### src/design/sst_pkg.sv
// Shared types, codes and microcode table of the slot table.
package sst_pkg;

   localparam int SLOTS_DEFAULT = 16;

   // operation codes
   localparam logic [1:0] OP_ADD     = 2'd0;
   localparam logic [1:0] OP_DEL_IDX = 2'd1;
   localparam logic [1:0] OP_DEL_VAL = 2'd2;
   localparam logic [1:0] OP_QUERY   = 2'd3;

   // status codes
   localparam logic [1:0] STAT_OK      = 2'd0;
   localparam logic [1:0] STAT_FULL    = 2'd1;
   localparam logic [1:0] STAT_MISSING = 2'd2;
   localparam logic [1:0] STAT_RANGE   = 2'd3;

   // register indexes
   localparam logic REG_MARKER = 1'b0;
   localparam logic REG_IN_USE = 1'b1;

   // sequencer steps
   localparam int         STEP_W     = 2;
   localparam logic [1:0] STEP_IDLE  = 2'd0;
   localparam logic [1:0] STEP_SCAN  = 2'd1;
   localparam logic [1:0] STEP_DRAIN = 2'd2;
   localparam logic [1:0] STEP_WRITE = 2'd3;

   // jump conditions
   localparam logic [1:0] JC_ALWAYS   = 2'd0;
   localparam logic [1:0] JC_REQ      = 2'd1;
   localparam logic [1:0] JC_LAST     = 2'd2;
   localparam logic [1:0] JC_OUT_FREE = 2'd3;

   typedef struct packed {
      logic              req_ready;
      logic              issue;
      logic              commit;
      logic [1:0]        jump_cond;
      logic [STEP_W-1:0] target;
   } ucode_type;

   // datapath controls driven by the sequencer
   typedef struct packed {
      logic req_ready;
      logic issue;
      logic commit;
   } ctrl_type;

   // datapath conditions seen by the sequencer
   typedef struct packed {
      logic req_valid;
      logic scan_last;
      logic out_free;
   } cond_type;

   // Control store: jump to target when the condition holds, else hold the step
   function automatic ucode_type sst_ucode(input logic [STEP_W-1:0] step);
      ucode_type uw;
      uw = '0;
      case (step)
         STEP_IDLE: begin
            uw.req_ready = 1'b1;
            uw.jump_cond = JC_REQ;
            uw.target    = STEP_SCAN;
         end
         STEP_SCAN: begin
            uw.issue     = 1'b1;
            uw.jump_cond = JC_LAST;
            uw.target    = STEP_DRAIN;
         end
         STEP_DRAIN: begin
            uw.jump_cond = JC_ALWAYS;
            uw.target    = STEP_WRITE;
         end
         STEP_WRITE: begin
            uw.commit    = 1'b1;
            uw.jump_cond = JC_OUT_FREE;
            uw.target    = STEP_IDLE;
         end
         default: begin
            uw.jump_cond = JC_ALWAYS;
            uw.target    = STEP_IDLE;
         end
      endcase
      return uw;
   endfunction

endpackage

### src/design/sentinel_slot_table.sv
// Slot table top level: handshakes, config registers and scan datapath.
// Usage: a request on req_ (operation in tuser; slot index and value in tdata)
// adds a value to the lowest empty slot, deletes at an index, deletes the
// lowest slot holding a value, or queries a slot. Each request yields one
// response on rsp_ with the removed value, a status code and the table
// summary (occupied count, sum, empty/full/holds-one flags, slot bit test).
// Each request walks the single read port of the slot RAM once, one slot a
// cycle, over the n active slots (at most 16 with the default build), then
// passes a drain step and a commit step.
// One request is in flight at a time; req_tready is high only while idle.
// The response sits in an output register, so a stalled receiver holds it
// while the next request is scanned; the commit waits until the register
// frees. Reset empties every slot (valid bits cleared), sets the marker to 0
// and the active count to 16. A write to either CSR empties the table at once;
// the user must write CSRs only while no request is outstanding (not enforced).
module sentinel_slot_table #(
   parameter int SLOTS = sst_pkg::SLOTS_DEFAULT
) (
   input  logic        clock,
   input  logic        reset,
   // request channel
   input  logic        req_tvalid,
   output logic        req_tready,
   input  logic [1:0]  req_tuser,   // operation
   input  logic [39:0] req_tdata,   // slot_index[3:0], item_value[35:4], zero pad
   // response channel
   output logic        rsp_tvalid,
   input  logic        rsp_tready,
   output logic [79:0] rsp_tdata,   // removed_value, status, occupied, total,
                                    // is_empty, is_full, has_one, slot_is_bit, pad
   // CSR port
   input  logic        csr_psel,
   input  logic        csr_penable,
   input  logic        csr_pwrite,
   input  logic [2:0]  csr_paddr,
   input  logic [31:0] csr_pwdata,
   output logic [31:0] csr_prdata,
   output logic        csr_pready
);

   localparam int ADDR_W = (SLOTS > 1) ? $clog2(SLOTS) : 1;
   localparam int PTR_W  = (ADDR_W > 5) ? ADDR_W : 5;
   localparam logic [4:0] SLOTS_CAP = (SLOTS < 31) ? 5'(SLOTS) : 5'd31;

   sst_pkg::ctrl_type ctrl;
   sst_pkg::cond_type cond;

   // configuration registers
   logic signed [31:0] marker_ff;
   logic [4:0]         in_use_ff;
   logic               csr_wr;

   // captured request
   logic [1:0]         op_ff;
   logic [3:0]         idx_ff;
   logic signed [31:0] val_ff;
   logic [4:0]         n_ff, n_in;

   // scan state
   logic [PTR_W-1:0]   ptr_ff, i_pend_ff;
   logic               pend_ff, valid_rd_ff;
   logic [SLOTS-1:0]   valid_ff;
   logic               found_ff;
   logic [ADDR_W-1:0]  hit_ff;
   logic signed [31:0] removed_ff;
   logic               bit_ff, one_ff;
   logic [4:0]         cnt_ff;
   logic [35:0]        sum_ff;

   // output register
   logic               rsp_valid_ff;
   logic signed [31:0] o_removed_ff;
   logic [1:0]         o_status_ff;
   logic [4:0]         o_cnt_ff;
   logic [35:0]        o_sum_ff;
   logic               o_empty_ff, o_full_ff, o_one_ff, o_bit_ff;

   logic               accept;
   logic [31:0]        rd_data;
   logic signed [31:0] v, eff;
   logic               hit_now, is_idx, idx_ok;
   logic               wr_en;
   logic [ADDR_W-1:0]  wr_addr;
   logic [31:0]        wr_data;
   logic [1:0]         status;

   sst_seq u_seq (
      .clock (clock),
      .reset (reset),
      .cond  (cond),
      .ctrl  (ctrl)
   );

   sst_ram #(.WIDTH(32), .DEPTH(SLOTS), .ADDR_W(ADDR_W)) u_ram (
      .clock   (clock),
      .wr_en   (wr_en),
      .wr_addr (wr_addr),
      .wr_data (wr_data),
      .rd_en   (ctrl.issue),
      .rd_addr (ptr_ff[ADDR_W-1:0]),
      .rd_data (rd_data)
   );

   // handshakes and sequencer conditions
   assign req_tready     = ctrl.req_ready;
   assign accept         = req_tvalid & ctrl.req_ready;
   assign cond.req_valid = req_tvalid;
   assign cond.scan_last = (ptr_ff == PTR_W'(n_ff - 5'd1));
   assign cond.out_free  = ~rsp_valid_ff | rsp_tready;

   // CSR access
   assign csr_pready = 1'b1;
   assign csr_wr     = csr_psel & csr_penable & csr_pwrite & csr_pready;
   assign csr_prdata = (csr_paddr[2] == sst_pkg::REG_IN_USE) ? {27'd0, in_use_ff} : marker_ff;

   always_ff @(posedge clock) begin
      if (reset) begin
         marker_ff <= '0;
         in_use_ff <= 5'd16;
      end else if (csr_wr) begin
         if (csr_paddr[2] == sst_pkg::REG_MARKER) begin
            marker_ff <= csr_pwdata;
         end else begin
            in_use_ff <= csr_pwdata[4:0];
         end
      end
   end

   // active slot count: zero acts as one, capped at the built size
   always_comb begin
      if (in_use_ff == 5'd0) begin
         n_in = 5'd1;
      end else if (in_use_ff > SLOTS_CAP) begin
         n_in = SLOTS_CAP;
      end else begin
         n_in = in_use_ff;
      end
   end

   // per-slot evaluation of the word coming back from the RAM
   always_comb begin
      v       = valid_rd_ff ? rd_data : marker_ff;
      is_idx  = (i_pend_ff == PTR_W'(idx_ff));
      hit_now = 1'b0;
      if (op_ff == sst_pkg::OP_ADD) begin
         hit_now = ~found_ff & (v == marker_ff);
      end else if (op_ff == sst_pkg::OP_DEL_VAL) begin
         hit_now = ~found_ff & (v == val_ff);
      end
      eff = v;
      if (op_ff == sst_pkg::OP_ADD && hit_now) begin
         eff = val_ff;
      end else if (op_ff == sst_pkg::OP_DEL_VAL && hit_now) begin
         eff = marker_ff;
      end else if (op_ff == sst_pkg::OP_DEL_IDX && is_idx) begin
         eff = marker_ff;
      end
   end

   // scan pointer, read pipeline and accumulators
   always_ff @(posedge clock) begin
      if (reset) begin
         pend_ff <= 1'b0;
      end else begin
         pend_ff <= ctrl.issue;
      end
      if (accept) begin
         op_ff      <= req_tuser;
         idx_ff     <= req_tdata[3:0];
         val_ff     <= req_tdata[35:4];
         n_ff       <= n_in;
         ptr_ff     <= '0;
         found_ff   <= 1'b0;
         removed_ff <= '0;
         bit_ff     <= 1'b0;
         one_ff     <= 1'b0;
         cnt_ff     <= '0;
         sum_ff     <= '0;
      end else begin
         if (ctrl.issue) begin
            ptr_ff      <= ptr_ff + PTR_W'(1);
            i_pend_ff   <= ptr_ff;
            valid_rd_ff <= valid_ff[ptr_ff[ADDR_W-1:0]];
         end
         if (pend_ff) begin
            if (hit_now) begin
               found_ff <= 1'b1;
               hit_ff   <= i_pend_ff[ADDR_W-1:0];
            end
            if (op_ff == sst_pkg::OP_DEL_IDX && is_idx) begin
               removed_ff <= v;
            end
            if (op_ff == sst_pkg::OP_QUERY && is_idx) begin
               bit_ff <= (v == 32'sd0) || (v == 32'sd1);
            end
            if (eff != marker_ff) begin
               cnt_ff <= cnt_ff + 5'd1;
               sum_ff <= sum_ff + {{4{eff[31]}}, eff};
            end
            if (eff == 32'sd1) begin
               one_ff <= 1'b1;
            end
         end
      end
   end

   // commit: slot update and status
   assign idx_ok = ({1'b0, idx_ff} < n_ff);

   always_comb begin
      case (op_ff)
         sst_pkg::OP_ADD:     status = found_ff ? sst_pkg::STAT_OK : sst_pkg::STAT_FULL;
         sst_pkg::OP_DEL_VAL: status = found_ff ? sst_pkg::STAT_OK : sst_pkg::STAT_MISSING;
         sst_pkg::OP_DEL_IDX: status = idx_ok ? sst_pkg::STAT_OK : sst_pkg::STAT_RANGE;
         sst_pkg::OP_QUERY:   status = idx_ok ? sst_pkg::STAT_OK : sst_pkg::STAT_RANGE;
         default:             status = sst_pkg::STAT_OK;
      endcase
   end

   assign wr_en   = ctrl.commit &
                    ((op_ff == sst_pkg::OP_DEL_IDX) ? idx_ok :
                     ((op_ff == sst_pkg::OP_ADD || op_ff == sst_pkg::OP_DEL_VAL) & found_ff));
   assign wr_addr = (op_ff == sst_pkg::OP_DEL_IDX) ? ADDR_W'(idx_ff) : hit_ff;
   assign wr_data = (op_ff == sst_pkg::OP_ADD) ? val_ff : marker_ff;

   // slot valid bits: a slot never written reads as the marker
   always_ff @(posedge clock) begin
      if (reset || csr_wr) begin
         valid_ff <= '0;
      end else if (wr_en) begin
         valid_ff[wr_addr] <= 1'b1;
      end
   end

   // response register
   always_ff @(posedge clock) begin
      if (reset) begin
         rsp_valid_ff <= 1'b0;
      end else if (ctrl.commit) begin
         rsp_valid_ff <= 1'b1;
      end else if (rsp_tready) begin
         rsp_valid_ff <= 1'b0;
      end
      if (ctrl.commit) begin
         o_removed_ff <= removed_ff;
         o_status_ff  <= status;
         o_cnt_ff     <= cnt_ff;
         o_sum_ff     <= sum_ff;
         o_empty_ff   <= (cnt_ff == 5'd0);
         o_full_ff    <= (cnt_ff == n_ff);
         o_one_ff     <= one_ff;
         o_bit_ff     <= bit_ff;
      end
   end

   assign rsp_tvalid = rsp_valid_ff;
   assign rsp_tdata  = {1'b0, o_bit_ff, o_one_ff, o_full_ff, o_empty_ff,
                        o_sum_ff, o_cnt_ff, o_status_ff, o_removed_ff};

endmodule

### src/design/sst_ram.sv
// Generic single-port-write, registered-read RAM.
module sst_ram #(
   parameter int WIDTH  = 32,
   parameter int DEPTH  = 16,
   parameter int ADDR_W = (DEPTH > 1) ? $clog2(DEPTH) : 1
) (
   input  logic              clock,
   input  logic              wr_en,
   input  logic [ADDR_W-1:0] wr_addr,
   input  logic [WIDTH-1:0]  wr_data,
   input  logic              rd_en,
   input  logic [ADDR_W-1:0] rd_addr,
   output logic [WIDTH-1:0]  rd_data
);

   logic [WIDTH-1:0] mem_ff [DEPTH];
   logic [WIDTH-1:0] rd_data_ff;

   always_ff @(posedge clock) begin
      if (wr_en) begin
         mem_ff[wr_addr] <= wr_data;
      end
      if (rd_en) begin
         rd_data_ff <= mem_ff[rd_addr];
      end
   end

   assign rd_data = rd_data_ff;

endmodule

### src/design/sst_seq.sv
// Microcoded sequencer: step counter, control store and conditional jumps.
module sst_seq (
   input  logic              clock,
   input  logic              reset,
   input  sst_pkg::cond_type cond,
   output sst_pkg::ctrl_type ctrl
);

   logic [sst_pkg::STEP_W-1:0] step_ff, step_in;
   sst_pkg::ucode_type         uw;
   logic                       jump_ok;

   assign uw = sst_pkg::sst_ucode(step_ff);

   // jump condition select
   always_comb begin
      case (uw.jump_cond)
         sst_pkg::JC_ALWAYS:   jump_ok = 1'b1;
         sst_pkg::JC_REQ:      jump_ok = cond.req_valid;
         sst_pkg::JC_LAST:     jump_ok = cond.scan_last;
         sst_pkg::JC_OUT_FREE: jump_ok = cond.out_free;
         default:              jump_ok = 1'b1;
      endcase
      step_in = jump_ok ? uw.target : step_ff;
   end

   always_ff @(posedge clock) begin
      if (reset) begin
         step_ff <= sst_pkg::STEP_IDLE;
      end else begin
         step_ff <= step_in;
      end
   end

   assign ctrl.req_ready = uw.req_ready;
   assign ctrl.issue     = uw.issue;
   assign ctrl.commit    = uw.commit & cond.out_free;

endmodule

### config.mk
export PLATFORM = sky130hd
export DESIGN_NAME = sentinel_slot_table
export DESIGN_NICKNAME = d
export VERILOG_FILES = /design/src/design/sst_pkg.sv /design/src/design/sentinel_slot_table.sv /design/src/design/sst_ram.sv /design/src/design/sst_seq.sv
export SDC_FILE = /design/constraint.sdc
export NUM_CORES = 1
export LEC_CHECK = 0
export CORE_MARGIN = 4
export CORE_UTILIZATION = 65
export DETAILED_ROUTE_END_ITERATION = 8
export DONT_BUFFER_PORTS = 1
export PLACE_DENSITY_LB_ADDON = 0.1
export SYNTH_ARGS = -nofsm -noshare
export SYNTH_HDL_FRONTEND = slang
export SYNTH_HIERARCHICAL = 1
export SYNTH_SLANG_ARGS = --single-unit
### constraint.sdc
create_clock -name clock -period 18.25 [get_ports clock]
set_input_delay 2.7375 -clock clock [delete_from_list [all_inputs] [get_ports clock]]
set_output_delay 2.7375 -clock clock [all_outputs]
set_load 0.05 [all_outputs]
# --- Word-level counts from Yosys, hierarchy flattened ---
# Memories as Yosys holds them, arrays and structs flattened. A register that Yosys moved wholly into a read port is not among the register bits.
# Cells that the tools add are included.
# W data, S select, Z words.
totals:
  inputBits: 84
  n_memories: 1
  ram_bits: 512
  reg_bits: 270
  wordCells: 124
op_classes:
  order_cmp: 5
  eq_ne: 17
  n_reduce_logical: 26
  addsub: 4
  bitwise_logic: 14
  n_mux: 28
mem_list:
  columns: ["memory", "depth", "width", "rd", "rd_clocked_by_memory_dff", "wr", "line", "rtl"]
  rows:
  - ["u_ram.mem_ff", 16, 32, 1, 1, 1, "sst_ram.sv:16", "logic [WIDTH-1:0] mem_ff [DEPTH];"]
ops:
  columns: ["op", "count"]
  rows:
  - ["$mux W32", 6]
  - ["$eq A32 B2 Y1 const B", 2]
  - ["$eq A32 B32 Y1", 2]
  - ["$add A36 B36 Y36", 1]
  - ["$logic_not A32 Y1", 1]
  - ["$ne A32 B32 Y1", 1]
  - ["$or A16 B16 Y16", 1]
  - ["$pmux W4 S4", 1]
  - ["$reduce_and A2 Y1", 8]
  - ["$mux W1", 13]
  - ["$eq A2 B2 Y1 const B", 6]
  - ["$add A5 B1 Y5 const B", 2]
  - ["$eq A5 B5 Y1", 2]
  - ["$logic_not A5 Y1", 2]
  - ["$lt A4 B5 Y1 const B", 2]
  - ["$and A1 B1 Y1", 8]
  - ["$eq A2 B1 Y1 const B", 3]
  - ["$logic_not A2 Y1", 3]
  - ["$pmux W2 S3", 1]
  - ["$eq A5 B4 Y1", 1]
  - ["$gt A5 B5 Y1 const B", 1]
  - ["$logic_and A1 B1 Y1", 5]
  - ["$lt A4 B5 Y1", 1]
  - ["$mux W5", 1]
  - ["13 further kinds", 20]

# --- Longest topological paths before layout ---
depth:
  ltp_word: 10
  ltp_mapped: 23
  mapped_depth_nobuf: 19

# --- Cells and area by module ---
# The synthesis kept the hierarchy.
by_module_without_submodules:
  columns: ["module", "seq_area_each_um2", "area_each_um2", "cells_per_inst", "n_inst"]
  rows:
  - ["sst_ram", 16335.7, 20155.6, 838, 1]
  - ["sentinel_slot_table", 6686.4, 14114.8, 1420, 1]
  - ["sst_seq", 40.0, 206.4, 22, 1]

# --- Least setup slack after synthesis ---
# Ideal clock, no wire load.
synth_path:
  path_type: "in2reg"
  startpoint: "in rsp_tready"
  endpoint: "mem u_ram.mem_ff[0][0], enable pin"
  slack_ns: 9.820
  arrival_ns: 7.969
  path_buffers: 0
  stages: 5
  path_cell_list: "nand2b_1 -> and2_1 -> and3_1 -> or3b_2 -> nor3_1"
synth_rtl:
  columns: ["item", "line", "rtl"]
  rows:
  - ["from (decl)", "sentinel_slot_table.sv:28", "input logic rsp_tready,"]
  - ["to (decl)", "sst_ram.sv:16", null]

# --- Worst setup path in the final report ---
layout_path:
  startpoint: "reg valid_rd_ff"
  endpoint: "reg sum_ff[35]"
layout_between:
  elab_chain_len: 10
  elab_cells_between_ends: 15
  cone_classes: "add/sub (1); eq/ne (3); mux (6); bitwise (2); reduce/logical (3)"
layout_lines:
  columns: ["item", "line", "rtl"]
  rows:
  - ["from (decl)", "sentinel_slot_table.sv:61", "logic pend_ff, valid_rd_ff;"]
  - ["from (signal assigned)", "sentinel_slot_table.sv:183", "valid_rd_ff <= valid_ff[ptr_ff[ADDR_W-1:0]];"]
  - ["$mux W32 *", "sentinel_slot_table.sv:142", "v = valid_rd_ff ? rd_data : marker_ff;"]
  - ["$eq A32 B32 Y1", "sentinel_slot_table.sv:148", "hit_now = ~found_ff & (v == val_ff);"]
  - ["$and A1 B1 Y1", "sentinel_slot_table.sv:148", null]
  - ["$mux W1", "sentinel_slot_table.sv:147", "end else if (op_ff == sst_pkg::OP_DEL_VAL) begin"]
  - ["$mux W1", "sentinel_slot_table.sv:145", "if (op_ff == sst_pkg::OP_ADD) begin"]
  - ["$logic_and A1 B1 Y1", "sentinel_slot_table.sv:153", "end else if (op_ff == sst_pkg::OP_DEL_VAL && hit_now) begin"]
  - ["$mux W32", "sentinel_slot_table.sv:153", null]
  - ["$mux W32 *", "sentinel_slot_table.sv:151", "if (op_ff == sst_pkg::OP_ADD && hit_now) begin"]
  - ["branches (longest 2 deep; another with $add A36 B36 Y36)", null, null]
  - ["to (signal assigned)", "sentinel_slot_table.sv:198", "sum_ff <= sum_ff + {{4{eff[31]}}, eff};"]
  - ["to (decl)", "sentinel_slot_table.sv:68", "logic [35:0] sum_ff;"]
# Mark *: on every way between the ends.
# A chain may end at the register's enable or synchronous reset.

==> impl_metrics.toml <==
[clock_network]
tritoncts = "done"
cts.path.max_buffers = 3
clk_pin_slew_worst_paths_ns = 0.06
clock_sinks = 814
cts_max_level = 3
post-cts-setup-buffers = 0
cts_hold_buf = 0
cts_root_buffer = "clkbuf_16"
numCtsBuffers = 80
cts.repair.resized = 0
clk_latency_ns = 0.64

[route]
vias_per_cell = 6.62
drtIter0Drc = 2246
drc = 0
wl_per_cell_um = 29.7
antenna_left = 0
vias = 19952
routed_wl_um = 89600
drt_first_pass_iters = 6

[grt]
grt_pass1_wl_um = 132000
grt_use_total_pct = 31.7
antenna_found_initial = 2
grt_max_degree = 77
grt_overflow = 0
grt_pass1_vias = 19840

[critical_path]
crit-reg2reg-capture = "sum_ff[35]$_SDFFE_PP0P_"
r2r_slack_ns = 10.83
critPathKind = "reg2reg"
crit_slowest_cell = "o311ai_0"
path_max_fanout = 38
setup.worst_path.start = "valid_rd_ff$_DFFE_PP_"
critPathCaptureType = "flop"
crit_arrival_ns = 7.97
cp_data_required_time_ns = 18.79
cp-start-kind = "flop"
cp_common_cell = "a21oi_1"
crit_chain = "buf_4 > mux2i_1 > nand4b_1 > a2111o_1 > nor4_2 > a211o_1 > buf_4 > mux2i_1 > a21oi_1 > ha_1 > and4_1 > nand2_1 > nor3_1 > o311ai_0 > a21oi_1 > a211oi_1 > o311ai_0 > xnor2_1 > or3_1 > a21oi_1"
slowest_delay_ns = 0.91
critical_path_buf_inv_count = 2
path_delay_family = "compound AO/OA/AOI/OAI gates"
rr_startpoint = "valid_rd_ff$_DFFE_PP_"
reg2reg_depth = 20

[floorplan]
die-area_um2 = 56800
core_um2 = 52600
die_x_um = 238
ios = 199
die_h_um = 238
start_util_pct = 65.6
rows = 84

[cells_and_area]
drive_gt1_share_pct = 15.9
final_common_cell = "edfxtp_1"
post-route-util_pct = 71.8
nets = 2398
fin_cells = 3016
final_cell_mix = "edfxtp_1, nor2_1, nand2_1"
syn_to_final_growth_pct = 9.38

[power]
ir_drop_uv = 125
power.total_w = 0.00503
p_leak_nw = 13.0
powerDensity_nw_per_um2 = 133

[outcome]
status = "finished clean"

[sta]
rsz0062_at_grt = "no"
timing.final.crit_share_pct = 40.7
hold_violations = 0
tns_ns = 0
max_freq_ghz = 0.135
whs_ns = 0.431
tightest_slew_ns = 1.25
setup_violations = 0
finClkSkew_ns = 0.0248
finalCriticalPeriod_ns = 7.42
slew_viol_final = 0
slew_headroom_pct = 16.8

[yosys]
syn_area_um2 = 34500
synth_seq_cells = 814
synth_area_per_cell_um2 = 15.1
synth_cell_types = 70
syn_inst = 2280
synth_edf_count = 676
synthesis.nets = 2415
async_flop_share_pct = 0
synthFlopType = "edfxtp_1"
yosysSeqAreaShare_pct = 66.9
ys_warn_count = 6

[worst_hold_path]
worstHoldStart = "removed_ff[16]$_SDFFE_PP0P_"
hold_depth = 0
hold_path_end = "o_removed_ff[16]$_DFFE_PP_"
holdCritPathClass = "reg2reg"

[placement]
hpwl_um = 57700
port_buffers = 0
gp_congestion = 0.966
dpl.cell_count = 2869

[run]
drv_cap = 0
## cell type report
type | instances | area, µm²
Tap cell | 688 | 861
Multi-Input combinational cell | 1286 | 10800
Clock inverter | 38 | 345
Sequential cell | 814 | 23100
Timing Repair Buffer | 44 | 330
Clock buffer | 108 | 2180
Inverter | 37 | 141
Fill cell | 3292 | 14800
Antenna cell | 1 | 2.50
## stage by stage
stage	cell area [µm²]	setup WS (ns)
floorplan	34500	9.82
global placement	35200	10.98
detailed placement	35200	10.96
CTS	37700	10.94
global route	37700	10.45
finish	37700	10.83
## registers in the layout, indices dropped and copies added (netlist names), 2 cells and up
register       flops
val_ff            32
n_ff               5
o_cnt_ff           5
op_ff              2
u_ram/mem_ff     512
idx_ff             4
cnt_ff             5
hit_ff             4
in_use_ff          5
i_pend_ff          5
marker_ff         32
o_removed_ff      32
o_sum_ff          36
valid_ff          16
o_status_ff        2
removed_ff        32
sum_ff            36
u_ram/rd_data     32
ptr_ff             5
u_seq/step_ff      2
## power by group
group	internal [W]	switching (W)
Combinational	0.000408	0.000619
Sequential	0.00220	0.000212
Clock	0.000903	0.000690
## worst max-delay path by stage
stage	slack, ns	endpoint	cells after the start
CTS	10.94	sum_ff[35]$_SDFFE_PP0P_	20
global route	10.45	sum_ff[35]$_SDFFE_PP0P_	20
finish	10.83	sum_ff[35]$_SDFFE_PP0P_	20
global placement	10.98	sum_ff[35]$_SDFFE_PP0P_	20
detailed placement	10.96	sum_ff[35]$_SDFFE_PP0P_	20
floorplan	9.82	u_ram/mem_ff[0][0]$_DFFE_PP_	5
## routing by layer
metal  GRT usage, %  vias up  share of wire [%]
met5              0        -              0.016
met4           12.4        2                4.2
met3           6.39      212                8.9
met2           50.9     1031                 49
met1           43.5    10023                 38
li1               -     8684                  -
## kinds of logic (layout without fill, tap and decap cells)
logic type,after synthesis,count (layout),share of synthesized area (%)
adders and majority gates,51,51,1.87
xor gates and xnor gates,140,140,3.56
other,2,3,0.0218
AOI/OAI and AO/OA,330,330,6.24
buffers and inverters,180,227,2.29
DFF,814,814,66.9
and+or+nand+nor,515,515,6.96
muxes,248,248,12.2
## Yosys cell counts, types with 4 or more instances
| cell type | count | area [µm²] |
|---|---|---|
| dfxtp_1 | 138 | 2760 |
| nand3_1 | 24 | 120 |
| nand2_1 | 155 | 582 |
| a21oi_1 | 134 | 671 |
| nand3b_1 | 4 | 30.0 |
| xor2_1 | 98 | 858 |
| nand4_1 | 23 | 144 |
| mux4_2 | 133 | 3000 |
| or2_2 | 4 | 25.0 |
| mux2_2 | 33 | 372 |
| a211oi_1 | 37 | 278 |
| o31ai_1 | 6 | 45.0 |
| clkbuf_1 | 91 | 342 |
| o211ai_1 | 9 | 67.6 |
| nor2_1 | 173 | 649 |
| buf_2 | 18 | 90.1 |
| mux2i_1 | 79 | 791 |
| and3_1 | 5 | 31.3 |
| nor3_1 | 22 | 110 |
| inv_1 | 36 | 135 |
| nor2b_1 | 33 | 206 |
| o21ai_0 | 23 | 115 |
| a22oi_1 | 64 | 480 |
| nand2b_1 | 9 | 56.3 |
| and2_1 | 13 | 81.3 |
| buf_1 | 13 | 48.8 |
| buf_4 | 18 | 135 |
| or4_1 | 4 | 30.0 |
| edfxtp_1 | 676 | 20300 |
| ha_1 | 50 | 626 |
| nor4_1 | 28 | 175 |
| nor3b_1 | 5 | 37.5 |
| a21o_1 | 21 | 158 |
| xnor2_1 | 42 | 368 |
(Power assumes the default switching activity.)
